<file path="src/rtl/core/ostt_pkg.sv">
// Package for the one-shot timer table: opcodes, result kinds, widths
// and the queue entry type. No dependencies.
`timescale 1ns / 1ps
package ostt_pkg;
   localparam int SLOTS_DEF = 16;
   localparam int TAG_BITS_DEF = 16;
   localparam int ID_W = 32;
   localparam int TAG_W = 16;
   localparam int MAX_RESULTS = 16;
   localparam int Q_DEPTH = 2;

   typedef enum logic [1:0] {
      OP_START = 2'd0,
      OP_STOP = 2'd1,
      OP_TICK = 2'd2,
      OP_NONE = 2'd3
   } op_type;

   typedef enum logic [1:0] {
      KIND_ID = 2'd0,
      KIND_EXPIRED = 2'd1,
      KIND_REJECTED = 2'd2,
      KIND_SPARE = 2'd3
   } kind_type;

   typedef struct packed {
      op_type op;
      logic [ID_W-1:0] duration;
      logic [ID_W-1:0] target_id;
      logic [TAG_W-1:0] tag;
   } cmd_type;
endpackage

</file>
<file path="src/rtl/core/one_shot_timer_table_top.sv">
// Top level of the one-shot timer table: request front end, command
// queue and timer back end. Depends on ostt_pkg, ostt_front, ostt_back.
`timescale 1ns / 1ps
// Start and stop are executed in the idle state of the back end. The request
// side keeps a two-entry queue, which registers the commands, so they stream
// at one item per cycle while no tick is busy and the result side does not
// stall. A tick scans the SLOTS timers one per cycle to find the smallest due
// id, and scans anew after each expiry. It holds the back end until the due
// timers, up to MAX_RESULTS, are delivered, and longer when the result side
// stalls. Each expiry is delivered as one result; the final one has tlast set.
module one_shot_timer_table_top #(
   parameter int SLOTS = ostt_pkg::SLOTS_DEF,
   parameter int TAG_BITS = ostt_pkg::TAG_BITS_DEF
) (
   input  logic         clock,
   input  logic         reset,
   input  logic         req_tvalid,
   output logic         req_tready,
   input  logic [79:0]  req_tdata,  // duration, target_id, user_tag
   input  logic [1:0]   req_tuser,  // opcode
   output logic         rsp_tvalid,
   input  logic         rsp_tready,
   output logic [47:0]  rsp_tdata,  // timer_id, tag_out
   output logic [1:0]   rsp_tuser,  // kind
   output logic         rsp_tlast
);
   import ostt_pkg::*;
   logic cmd_valid, cmd_ready;
   cmd_type cmd;

   ostt_front #(.TAG_BITS(TAG_BITS)) u_front (
      .clock(clock), .reset(reset),
      .in_valid(req_tvalid), .in_ready(req_tready),
      .in_op(req_tuser), .in_duration(req_tdata[31:0]),
      .in_target_id(req_tdata[63:32]), .in_tag(req_tdata[79:64]),
      .cmd_valid(cmd_valid), .cmd_ready(cmd_ready), .cmd(cmd)
   );

   ostt_back #(.SLOTS(SLOTS)) u_back (
      .clock(clock), .reset(reset),
      .cmd_valid(cmd_valid), .cmd_ready(cmd_ready), .cmd(cmd),
      .out_valid(rsp_tvalid), .out_ready(rsp_tready),
      .out_kind(rsp_tuser), .out_id(rsp_tdata[31:0]),
      .out_tag(rsp_tdata[47:32]), .out_last(rsp_tlast)
   );
endmodule

</file>
<file path="src/rtl/core/ostt_front.sv">
// Front end: accepts request items, drops unused opcodes, masks the tag
// and queues commands for the back end. Depends on ostt_pkg.
`timescale 1ns / 1ps
module ostt_front #(
   parameter int TAG_BITS = ostt_pkg::TAG_BITS_DEF
) (
   input  logic              clock,
   input  logic              reset,
   input  logic              in_valid,
   output logic              in_ready,
   input  logic [1:0]        in_op,
   input  logic [31:0]       in_duration,
   input  logic [31:0]       in_target_id,
   input  logic [15:0]       in_tag,
   output logic              cmd_valid,
   input  logic              cmd_ready,
   output ostt_pkg::cmd_type cmd
);
   import ostt_pkg::*;
   localparam int KEEP = (TAG_BITS < TAG_W) ? TAG_BITS : TAG_W;
   localparam logic [TAG_W-1:0] TAG_MASK = (KEEP >= TAG_W) ? '1 :
      TAG_W'((1 << KEEP) - 1);

   cmd_type q_ff [Q_DEPTH];
   logic q_rd_ff, q_rd_in, q_wr_ff, q_wr_in;
   logic [1:0] q_cnt_ff, q_cnt_in;
   logic push, pop;
   cmd_type c;

   assign in_ready = (q_cnt_ff != 2'(Q_DEPTH));
   assign push = in_valid && in_ready && (op_type'(in_op) != OP_NONE);
   assign cmd_valid = (q_cnt_ff != 2'd0);
   assign pop = cmd_valid && cmd_ready;
   assign cmd = q_ff[q_rd_ff];

   always_comb begin
      c.op = op_type'(in_op);
      c.duration = in_duration;
      c.target_id = in_target_id;
      c.tag = in_tag & TAG_MASK;
      q_wr_in = push ? ~q_wr_ff : q_wr_ff;
      q_rd_in = pop ? ~q_rd_ff : q_rd_ff;
      q_cnt_in = q_cnt_ff + 2'(push) - 2'(pop);
   end

   always_ff @(posedge clock) begin
      if (push) q_ff[q_wr_ff] <= c;
      if (reset) begin
         q_rd_ff <= 1'b0;
         q_wr_ff <= 1'b0;
         q_cnt_ff <= 2'd0;
      end else begin
         q_rd_ff <= q_rd_in;
         q_wr_ff <= q_wr_in;
         q_cnt_ff <= q_cnt_in;
      end
   end
endmodule

</file>
<file path="src/rtl/core/ostt_back.sv">
// Back end: timer slot table, time and id counters, start/stop/tick
// execution and the result register. Depends on ostt_pkg.
`timescale 1ns / 1ps
module ostt_back #(
   parameter int SLOTS = ostt_pkg::SLOTS_DEF
) (
   input  logic              clock,
   input  logic              reset,
   input  logic              cmd_valid,
   output logic              cmd_ready,
   input  ostt_pkg::cmd_type cmd,
   output logic              out_valid,
   input  logic              out_ready,
   output logic [1:0]        out_kind,
   output logic [31:0]       out_id,
   output logic [15:0]       out_tag,
   output logic              out_last
);
   import ostt_pkg::*;
   localparam int SW = $clog2(SLOTS);
   localparam int CW = $clog2(MAX_RESULTS + 1);

   typedef enum logic [2:0] {
      ST_IDLE = 3'b001,
      ST_SCAN = 3'b010,
      ST_EMIT = 3'b100
   } state_type;

   state_type st_ff, st_in;
   logic [ID_W-1:0] time_ff, time_in, idc_ff, idc_in;
   logic [SLOTS-1:0] valid_ff, valid_in, due_ff, due_in;
   logic [ID_W-1:0] sid_ff [SLOTS];
   logic [ID_W-1:0] sst_ff [SLOTS];
   logic [ID_W-1:0] sdur_ff [SLOTS];
   logic [TAG_W-1:0] stag_ff [SLOTS];
   logic [CW-1:0] n_ff, n_in;
   logic ov_ff, ov_in, ol_ff, ol_in;
   kind_type ok_ff, ok_in;
   logic [ID_W-1:0] oid_ff, oid_in;
   logic [TAG_W-1:0] otag_ff, otag_in;
   logic [SW-1:0] scan_ff, scan_in;
   logic [SW-1:0] best_ff, best_in;
   logic best_ok_ff, best_ok_in;
   logic [SLOTS-1:0] match, hit_nid;
   logic [ID_W-1:0] nid;
   logic wr_en;
   logic [SW-1:0] wr_slot, free_slot, hit_slot;
   logic any_free, any_hit, out_free;

   assign out_free = !ov_ff || out_ready;
   assign cmd_ready = (st_ff == ST_IDLE) && out_free;
   assign nid = idc_ff + 32'd1;

   always_comb begin
      any_free = 1'b0;
      free_slot = '0;
      any_hit = 1'b0;
      hit_slot = '0;
      for (int i = SLOTS - 1; i >= 0; i--) begin
         match[i] = valid_ff[i] && (sid_ff[i] == cmd.target_id);
         hit_nid[i] = valid_ff[i] && (sid_ff[i] == nid);
         if (!valid_ff[i]) begin
            any_free = 1'b1;
            free_slot = SW'(i);
         end
         if (hit_nid[i]) begin
            any_hit = 1'b1;
            hit_slot = SW'(i);
         end
      end
   end

   always_comb begin
      st_in = st_ff;
      time_in = time_ff;
      idc_in = idc_ff;
      valid_in = valid_ff;
      due_in = due_ff;
      n_in = n_ff;
      ov_in = ov_ff && !out_ready;
      ok_in = ok_ff;
      oid_in = oid_ff;
      otag_in = otag_ff;
      ol_in = ol_ff;
      scan_in = scan_ff;
      best_in = best_ff;
      best_ok_in = best_ok_ff;
      wr_en = 1'b0;
      wr_slot = any_hit ? hit_slot : free_slot;
      unique case (st_ff)
         ST_IDLE: begin
            if (cmd_valid && cmd_ready) begin
               unique case (cmd.op)
                  OP_START: begin
                     ov_in = 1'b1;
                     ol_in = 1'b1;
                     otag_in = cmd.tag;
                     if (any_hit || any_free) begin
                        wr_en = 1'b1;
                        idc_in = nid;
                        valid_in[wr_slot] = 1'b1;
                        ok_in = KIND_ID;
                        oid_in = nid;
                     end else begin
                        ok_in = KIND_REJECTED;
                        oid_in = '0;
                     end
                  end
                  OP_STOP: valid_in = valid_ff & ~match;
                  OP_TICK: begin
                     time_in = time_ff + 32'd1;
                     for (int i = 0; i < SLOTS; i++)
                        due_in[i] = valid_ff[i] &&
                           ((time_in - sst_ff[i]) >= sdur_ff[i]);
                     n_in = '0;
                     scan_in = '0;
                     best_ok_in = 1'b0;
                     st_in = ST_SCAN;
                  end
                  default: ;
               endcase
            end
         end
         ST_SCAN: begin
            if (due_ff[scan_ff] &&
                  (!best_ok_ff || sid_ff[scan_ff] < sid_ff[best_ff])) begin
               best_in = scan_ff;
               best_ok_in = 1'b1;
            end
            scan_in = scan_ff + SW'(1);
            if (scan_ff == SW'(SLOTS - 1)) st_in = ST_EMIT;
         end
         ST_EMIT: begin
            if (!best_ok_ff) begin
               st_in = ST_IDLE;
            end else if (out_free) begin
               ov_in = 1'b1;
               ok_in = KIND_EXPIRED;
               oid_in = sid_ff[best_ff];
               otag_in = stag_ff[best_ff];
               due_in[best_ff] = 1'b0;
               valid_in[best_ff] = 1'b0;
               n_in = n_ff + CW'(1);
               ol_in = (n_in == CW'(MAX_RESULTS)) || ((due_in & valid_in) == '0);
               scan_in = '0;
               best_ok_in = 1'b0;
               st_in = ol_in ? ST_IDLE : ST_SCAN;
            end
         end
         default: st_in = ST_IDLE;
      endcase
   end

   always_ff @(posedge clock) begin
      if (wr_en) begin
         sid_ff[wr_slot] <= nid;
         sst_ff[wr_slot] <= time_ff;
         sdur_ff[wr_slot] <= cmd.duration;
         stag_ff[wr_slot] <= cmd.tag;
      end
      due_ff <= due_in;
      n_ff <= n_in;
      ok_ff <= ok_in;
      oid_ff <= oid_in;
      otag_ff <= otag_in;
      ol_ff <= ol_in;
      scan_ff <= scan_in;
      best_ff <= best_in;
      if (reset) begin
         st_ff <= ST_IDLE;
         time_ff <= '0;
         idc_ff <= '0;
         valid_ff <= '0;
         ov_ff <= 1'b0;
         best_ok_ff <= 1'b0;
      end else begin
         st_ff <= st_in;
         time_ff <= time_in;
         idc_ff <= idc_in;
         valid_ff <= valid_in;
         ov_ff <= ov_in;
         best_ok_ff <= best_ok_in;
      end
   end

   assign out_valid = ov_ff;
   assign out_kind = ok_ff;
   assign out_id = oid_ff;
   assign out_tag = otag_ff;
   assign out_last = ol_ff;
endmodule

</file>
<file path="config.mk">
export PLATFORM = sky130hd
export DESIGN_NAME = one_shot_timer_table_top
export DESIGN_NICKNAME = d
export VERILOG_FILES = /design/src/rtl/core/ostt_pkg.sv /design/src/rtl/core/one_shot_timer_table_top.sv /design/src/rtl/core/ostt_front.sv /design/src/rtl/core/ostt_back.sv
export SDC_FILE = /design/constraint.sdc
export NUM_CORES = 2
export LEC_CHECK = 0
export ABC_AREA = 1
export BUFFER_PORTS_ARGS = -buffer_cell sky130_fd_sc_hd__buf_4
export CAP_MARGIN = 40
export CORE_MARGIN = 2
export CORE_UTILIZATION = 40
export CTS_CLUSTER_DIAMETER = 100
export CTS_CLUSTER_SIZE = 40
export DETAILED_ROUTE_END_ITERATION = 12
export MAX_ROUTING_LAYER = met4
export PLACE_DENSITY_LB_ADDON = 0.08
export SLEW_MARGIN = 0
export SYNTH_ARGS = -nofsm -noshare
export SYNTH_HDL_FRONTEND = slang
export SYNTH_SLANG_ARGS = --single-unit
</file>
<file path="constraint.sdc">
create_clock -name clock -period 25.3 [get_ports clock]
set_input_delay 7.59 -clock clock [delete_from_list [all_inputs] [get_ports clock]]
set_output_delay 7.59 -clock clock [all_outputs]
set_load 0.005 [all_outputs]
</file>
# Yosys cells after proc, flatten, opt, wreduce, memory -nomap -nowiden
# Memories as Yosys holds them, arrays and structs flattened. A register that Yosys moved wholly into a read port is not among the register bits.
# Index checks and enable logic that the tools add are counted.
[op_classes]
n_mux = 145
n_bitwise = 9
addsub = 22
magnitude_cmp = 22
n_eq_ne = 51
reduce_logical = 77
[ops]
columns = ["op", "n"]
rows = [
  ["32-bit equality test", 32],
  ["32-bit >= comparator", 16],
  ["32-bit subtractor", 16],
  ["16-bit two-way mux", 12],
  ["32-bit two-way mux", 5],
  ["4-bit two-way mux", 40],
  ["16-bit one-hot mux with 2 select lines", 4],
  ["32-bit by 1-bit adder with 32-bit output (second input constant)", 2],
  ["16-bit AND", 4],
  ["32-bit one-hot mux with 2 select lines", 1],
  ["1-bit two-way mux", 58],
  ["1-bit logical AND", 56],
  ["32-bit less-than comparator", 1],
  ["16-bit inverter", 2],
  ["5-bit two-way mux", 4],
  ["16-bit zero test", 1],
  ["16-bit bitwise OR", 1],
  ["4-bit by 5-bit less-than comparator with 1-bit output (second input constant)", 3],
  ["3-bit two-way mux", 5],
  ["5-bit AND reduction", 3],
  ["2-bit two-way mux", 6],
  ["4-bit one-hot mux with 3 select lines", 1],
  ["4-bit AND reduction", 3],
  ["2-bit != test (second input constant)", 5],
  ["30 further kinds", 45],
]
[totals]
elab_cells = 348
output_inout_bits = 53
n_memories = 5
mem_bits_rw = 1956
reg_bits = 169
[memory_table]
columns = ["name", "words", "word_bits", "rd", "rd_ports_with_merged_regs", "wr", "line_no", "text"]
rows = [
  ["u_back.sdur_ff", 16, 32, 16, 0, 1, "ostt_back.sv:34", "logic [ID_W-1:0] sdur_ff [SLOTS];"],
  ["u_back.sid_ff", 16, 32, 18, 2, 1, "ostt_back.sv:32", "logic [ID_W-1:0] sid_ff [SLOTS];"],
  ["u_back.sst_ff", 16, 32, 16, 0, 1, "ostt_back.sv:33", "logic [ID_W-1:0] sst_ff [SLOTS];"],
  ["u_back.stag_ff", 16, 16, 1, 1, 1, "ostt_back.sv:35", "logic [TAG_W-1:0] stag_ff [SLOTS];"],
  ["u_front.q_ff", 2, 82, 1, 1, 1, "ostt_front.sv:24", "cmd_type q_ff [Q_DEPTH];"],
]

# Longest topological paths before layout
[logic_depth]
word_depth = 29
depth_mapped = 38
mapped_depth_nobuf = 38

# By module
# Synthesis repeated with hierarchy kept, for this count alone.
[hier_totals]
cells_unflattened = 13303
area_unflattened_um2 = 128794.8
[by_module_without_submodules]
columns = ["mod", "seq_area_each_um2", "cells_each", "area_each_um2", "instances"]
rows = [
  ["ostt_back", 58075.7, 13009, 122218.5, 1],
  ["ostt_front", 5024.8, 294, 6576.3, 1],
]

# Worst setup path after synthesis
# OpenSTA, ideal clock, no wires.
[synth_timing]
kind = "input-to-reg"
startpoint = "in rsp_tready"
endpoint = "mem u_back.sdur_ff[0][0] (enable)"
setup_ps = 585
arrival_ps = 12704
cell_stages = 5
slack_ps = 12012
cell_sequence = "nor2_1 nor2_1 nand2_1 buf_2 nor2_1"
[synth_between]
elab_chain_len = 7
[synth_rtl]
columns = ["item", "line_no", "text"]
rows = [
  ["from (decl)", "one_shot_timer_table_top.sv:22", "input logic rsp_tready,"],
  ["1-bit logical OR", "ostt_back.sv:50", "assign out_free = !ov_ff || out_ready;"],
  ["1-bit logical AND", "ostt_back.sv:51", "assign cmd_ready = (st_ff == ST_IDLE) && out_free;"],
  ["1-bit logical AND", "ostt_back.sv:92", "if (cmd_valid && cmd_ready) begin"],
  ["1-bit two-way mux", "ostt_back.sv:92", ""],
  ["1-bit two-way mux", "ostt_back.sv:90", "unique case (st_ff)"],
  ["1-bit two-way mux", "ostt_back.sv:155", "if (wr_en) begin"],
  ["1-bit two-way mux (not written as such)", "ostt_back.sv:158", "sdur_ff[wr_slot] <= cmd.duration;"],
  ["to (decl)", "ostt_back.sv:34", ""],
]
# No other way between the ends.

# Worst setup path in the final report
[layout_timing]
startpoint = "in rsp_tready"
endpoint = "mem u_back.sid_ff[6][29] (enable)"
[layout_between]
elab_chain_len = 7
[layout_rtl]
columns = ["item", "line_no", "text"]
rows = [
  ["1-bit logical OR", "ostt_back.sv:50", ""],
  ["1-bit logical AND", "ostt_back.sv:51", ""],
  ["1-bit logical AND", "ostt_back.sv:92", ""],
  ["1-bit two-way mux", "ostt_back.sv:92", ""],
  ["1-bit two-way mux", "ostt_back.sv:90", ""],
  ["1-bit two-way mux", "ostt_back.sv:155", ""],
  ["1-bit two-way mux (not written as such)", "ostt_back.sv:156", "sid_ff[wr_slot] <= nid;"],
  ["to (decl)", "ostt_back.sv:32", ""],
]
# No other way between the ends.

==> results.sh <==
export IMPL_hpwl_mm=365
export IMPL_clockRootBuffer="clkbuf_16"
export IMPL_wirelength_mm=518
export IMPL_post_route_min_period_ns=10.30
export IMPL_grt_pass1_wl_mm=725
export IMPL_drt_iter0_markers=11300
export IMPL_cts_inserted_buffers=124
export IMPL_slew_violations=0
export IMPL_rr_startpoint="u_back.idc_ff[0]"
export IMPL_ctsLongestPathBuffers=4
export IMPL_yosysTopAreaCell="edfxtp_1"
export IMPL_period_share=0.407
export IMPL_synthToLayoutAreaGrowth_pct=10.1
export IMPL_yosysMostFrequentCell="edfxtp_1"
export IMPL_drt_pass1_iter_count=7
export IMPL_dieArea_um2=325000
export IMPL_antenna_found_initial=37
export IMPL_drive_gt1_frac=0.0718
export IMPL_fin_tns_setup_ns=0
export IMPL_clock_fmax_ghz=0.0971
export IMPL_hold_viol=0
export IMPL_synth_edff_count=2036
export IMPL_cts_tree="yes"
export IMPL_grt_pass1_vias=98500
export IMPL_synth_net_count=14400
export IMPL_yosysWarnings=0
export IMPL_place_gp_congestion=1.03
export IMPL_grt_usage=0.322
export IMPL_required_ns=25.87
export IMPL_rsz0062_at_grt="no"
export IMPL_p_total_uw=12600
export IMPL_crit_start="rsp_tready"
export IMPL_fp_row_count=207
export IMPL_cts_sinks=2134
export IMPL_arrival_ns=10.87
export IMPL_post_cts_buffers=0
export IMPL_cellPowerDensity_nw_per_um2=89.4
export IMPL_grt_max_degree=113
export IMPL_synthCells=13200
export IMPL_cp_max_fo=43
export IMPL_ys_flop_type="edfxtp_1"
export IMPL_insertion_delay_ns=0.96
export IMPL_worstSetupEndpointType="flip-flop"
export IMPL_holdWs_ns=0.516
export IMPL_synth_seq_area_share=0.493
export IMPL_drt_wirelength_per_cell_um=29.2
export IMPL_synthArstFlopShare=0
export IMPL_outcome="completed"
export IMPL_synth_avg_cell_area_um2=9.67
export IMPL_path_clk_slew_ns=0.09
export IMPL_netlist_top_cells_area="edfxtp_1 48%, ha_1 10%, xor2_1 5.9%"
export IMPL_p_leak_uw=0.0595
export IMPL_boundaryPins=139
export IMPL_initial_core_util=0.402
export IMPL_die_w_um=570
export IMPL_synth_cell_area_um2=128000
export IMPL_ir_drop_mv=0.0654
export IMPL_drc=0
export IMPL_critPathKind="primary input to flip-flop"
export IMPL_worstHoldStart="u_back.idc_ff[31]"
export IMPL_grt_remaining_overflow=0
export IMPL_cts_hold_buffers=0
export IMPL_via_count=102000
export IMPL_synth_top_area_frac=0.478
export IMPL_cts_htree_levels=3
export IMPL_via_per_inst=5.73
export IMPL_nets=14600
export IMPL_yosysUniqueCellTypes=74
export IMPL_finalSetupViolCount=0
export IMPL_coreArea_um2=318000
export IMPL_antenna_left=0
export IMPL_port_buffer_count=138
export IMPL_synth_commonest_cells="2036 x edfxtp_1, 1845 x inv_1, 1761 x nand2_1"
export IMPL_clock_skew_ns=0.0548
export IMPL_slew_headroom=0.283
export IMPL_dieHeight_um=570
export IMPL_cts_resized_gates=0
export IMPL_maxCapViolations=0
export IMPL_cp_start_kind="primary input"
export IMPL_synth_seq_cells=2134
export IMPL_min_path_type="flip-flop to flip-flop"
export IMPL_worst_pin_slew_ns=1.08
## worst max-delay path: stages
cell	delay [ns]
buf_4	0.15
nor2_1	0.09
nor2_1	0.21
nand2_4	0.34
buf_4	0.43
nor2_4	0.36
buf_4	0.63
buf_4	0.81
## report_power, final
part / total (uW) / leakage (uW) / switching, uW / internal [uW]
clock network: 2550 / 0.00225 / 1490 / 1060
registers: 4470 / 0.0195 / 184 / 4290
logic: 5570 / 0.0377 / 3900 / 1680
## per-layer routing
layer  global-route usage  vias to the layer above  share of wire
met5                    -                        -              0
li1                     -                    46400              -
met2                0.515                     4491           0.46
met3               0.0409                     1092          0.071
met4                0.190                        0          0.072
met1                0.391                    49500           0.39
## registers in the layout, indices dropped and copies added, names as in the netlist, named ones only
name               flops
u_back.scan_ff         4
u_back.out_last        1
u_front.q_cnt_ff       2
u_front.q_wr_ff        1
u_back.out_id         32
u_back.valid_ff       16
u_back.due_ff         16
u_back.out_valid       1
u_back.sid_ff        512
u_back.st_ff           3
u_front.q_ff         164
u_back.stag_ff       256
u_back.time_ff        32
u_back.best_ok_ff      1
u_back.sdur_ff       512
u_front.q_rd_ff        1
u_back.out_tag        16
u_back.best_ff         4
u_back.out_kind        2
u_back.idc_ff         32
u_back.sst_ff        512
u_back.n_ff            5
## per-stage QoR
step / area (um^2) / cells / setup slack (ns) / util
finish: 141000 / 17700 / 15.00 / 0.443
global route: 141000 / 17700 / 14.91 / 0.443
CTS: 141000 / 17700 / 15.04 / 0.443
detailed placement: 136000 / 17500 / 14.01 / 0.428
global placement: 135000 / 17400 / 13.42 / 0.423
floorplan: 128000 / 13200 / 12.01 / -
## worst paths after layout
kind	to	slack (ns)	depth (start not counted)
worst min-delay path	u_back.idc_ff[31]	0.52	2
worst min register to register	u_back.idc_ff[31]	0.52	2
worst max register to register	u_back.sst_ff[12][4]	16.89	26
worst max-delay path	u_back.sid_ff[6][29]	15.00	8
## logic make-up (layout without fill, tap and decap cells)
group | count (synthesis) | count (layout) | synth area share
AND/OR/NAND/NOR | 3656 | 3656 | 0.125
buffers and inverters | 2287 | 2567 | 0.0690
XOR/XNOR | 1122 | 1122 | 0.0770
flip-flops | 2134 | 2134 | 0.493
other | 0 | 18 | 0
multiplexers | 9 | 9 | 0.000704
AO/OA/AOI/OAI | 2969 | 2969 | 0.130
adder cells (fa/ha/maj) | 1062 | 1062 | 0.105
## cells in the final DEF, fill, tap and decap left out, types with 17 or more instances in the layout
cell,count
edfxtp_1,2036
inv_1,1833
nand2_1,1741
a21oi_1,1274
ha_1,1046
o21ai_0,982
xor2_1,849
nand3_1,708
nor2_1,668
buf_4,393
xnor2_1,262
nand4_1,188
clkbuf_16,127
o22ai_1,117
o221ai_1,98
o211ai_1,92
nor4_1,82
a211oi_1,72
dfxtp_1,69
nor3_1,66
nand2_2,51
or2_2,49
a21o_1,44
a31oi_1,41
o21ai_1,39
a221oi_1,38
nor2_4,32
a21boi_1,31
buf_16,26
o2111ai_1,24
dfxtp_2,23
buf_12,23
o31ai_1,22
inv_2,21
a21boi_0,20
diode_2,18
inv_6,18
o21bai_1,17
## final cells by class
| cell class | count | area, um^2 |
|---|---|---|
| inverter | 1870 | 7050 |
| fill | 30200 | 177000 |
| antenna | 18 | 45.0 |
| tap | 4180 | 5230 |
| multi-input combinational | 8818 | 56400 |
| clock inverter | 99 | 1480 |
| sequential | 2134 | 63200 |
| clock buffer | 131 | 3200 |
| timing repair buffer | 467 | 4330 |
(Power assumes the default switching activity.)
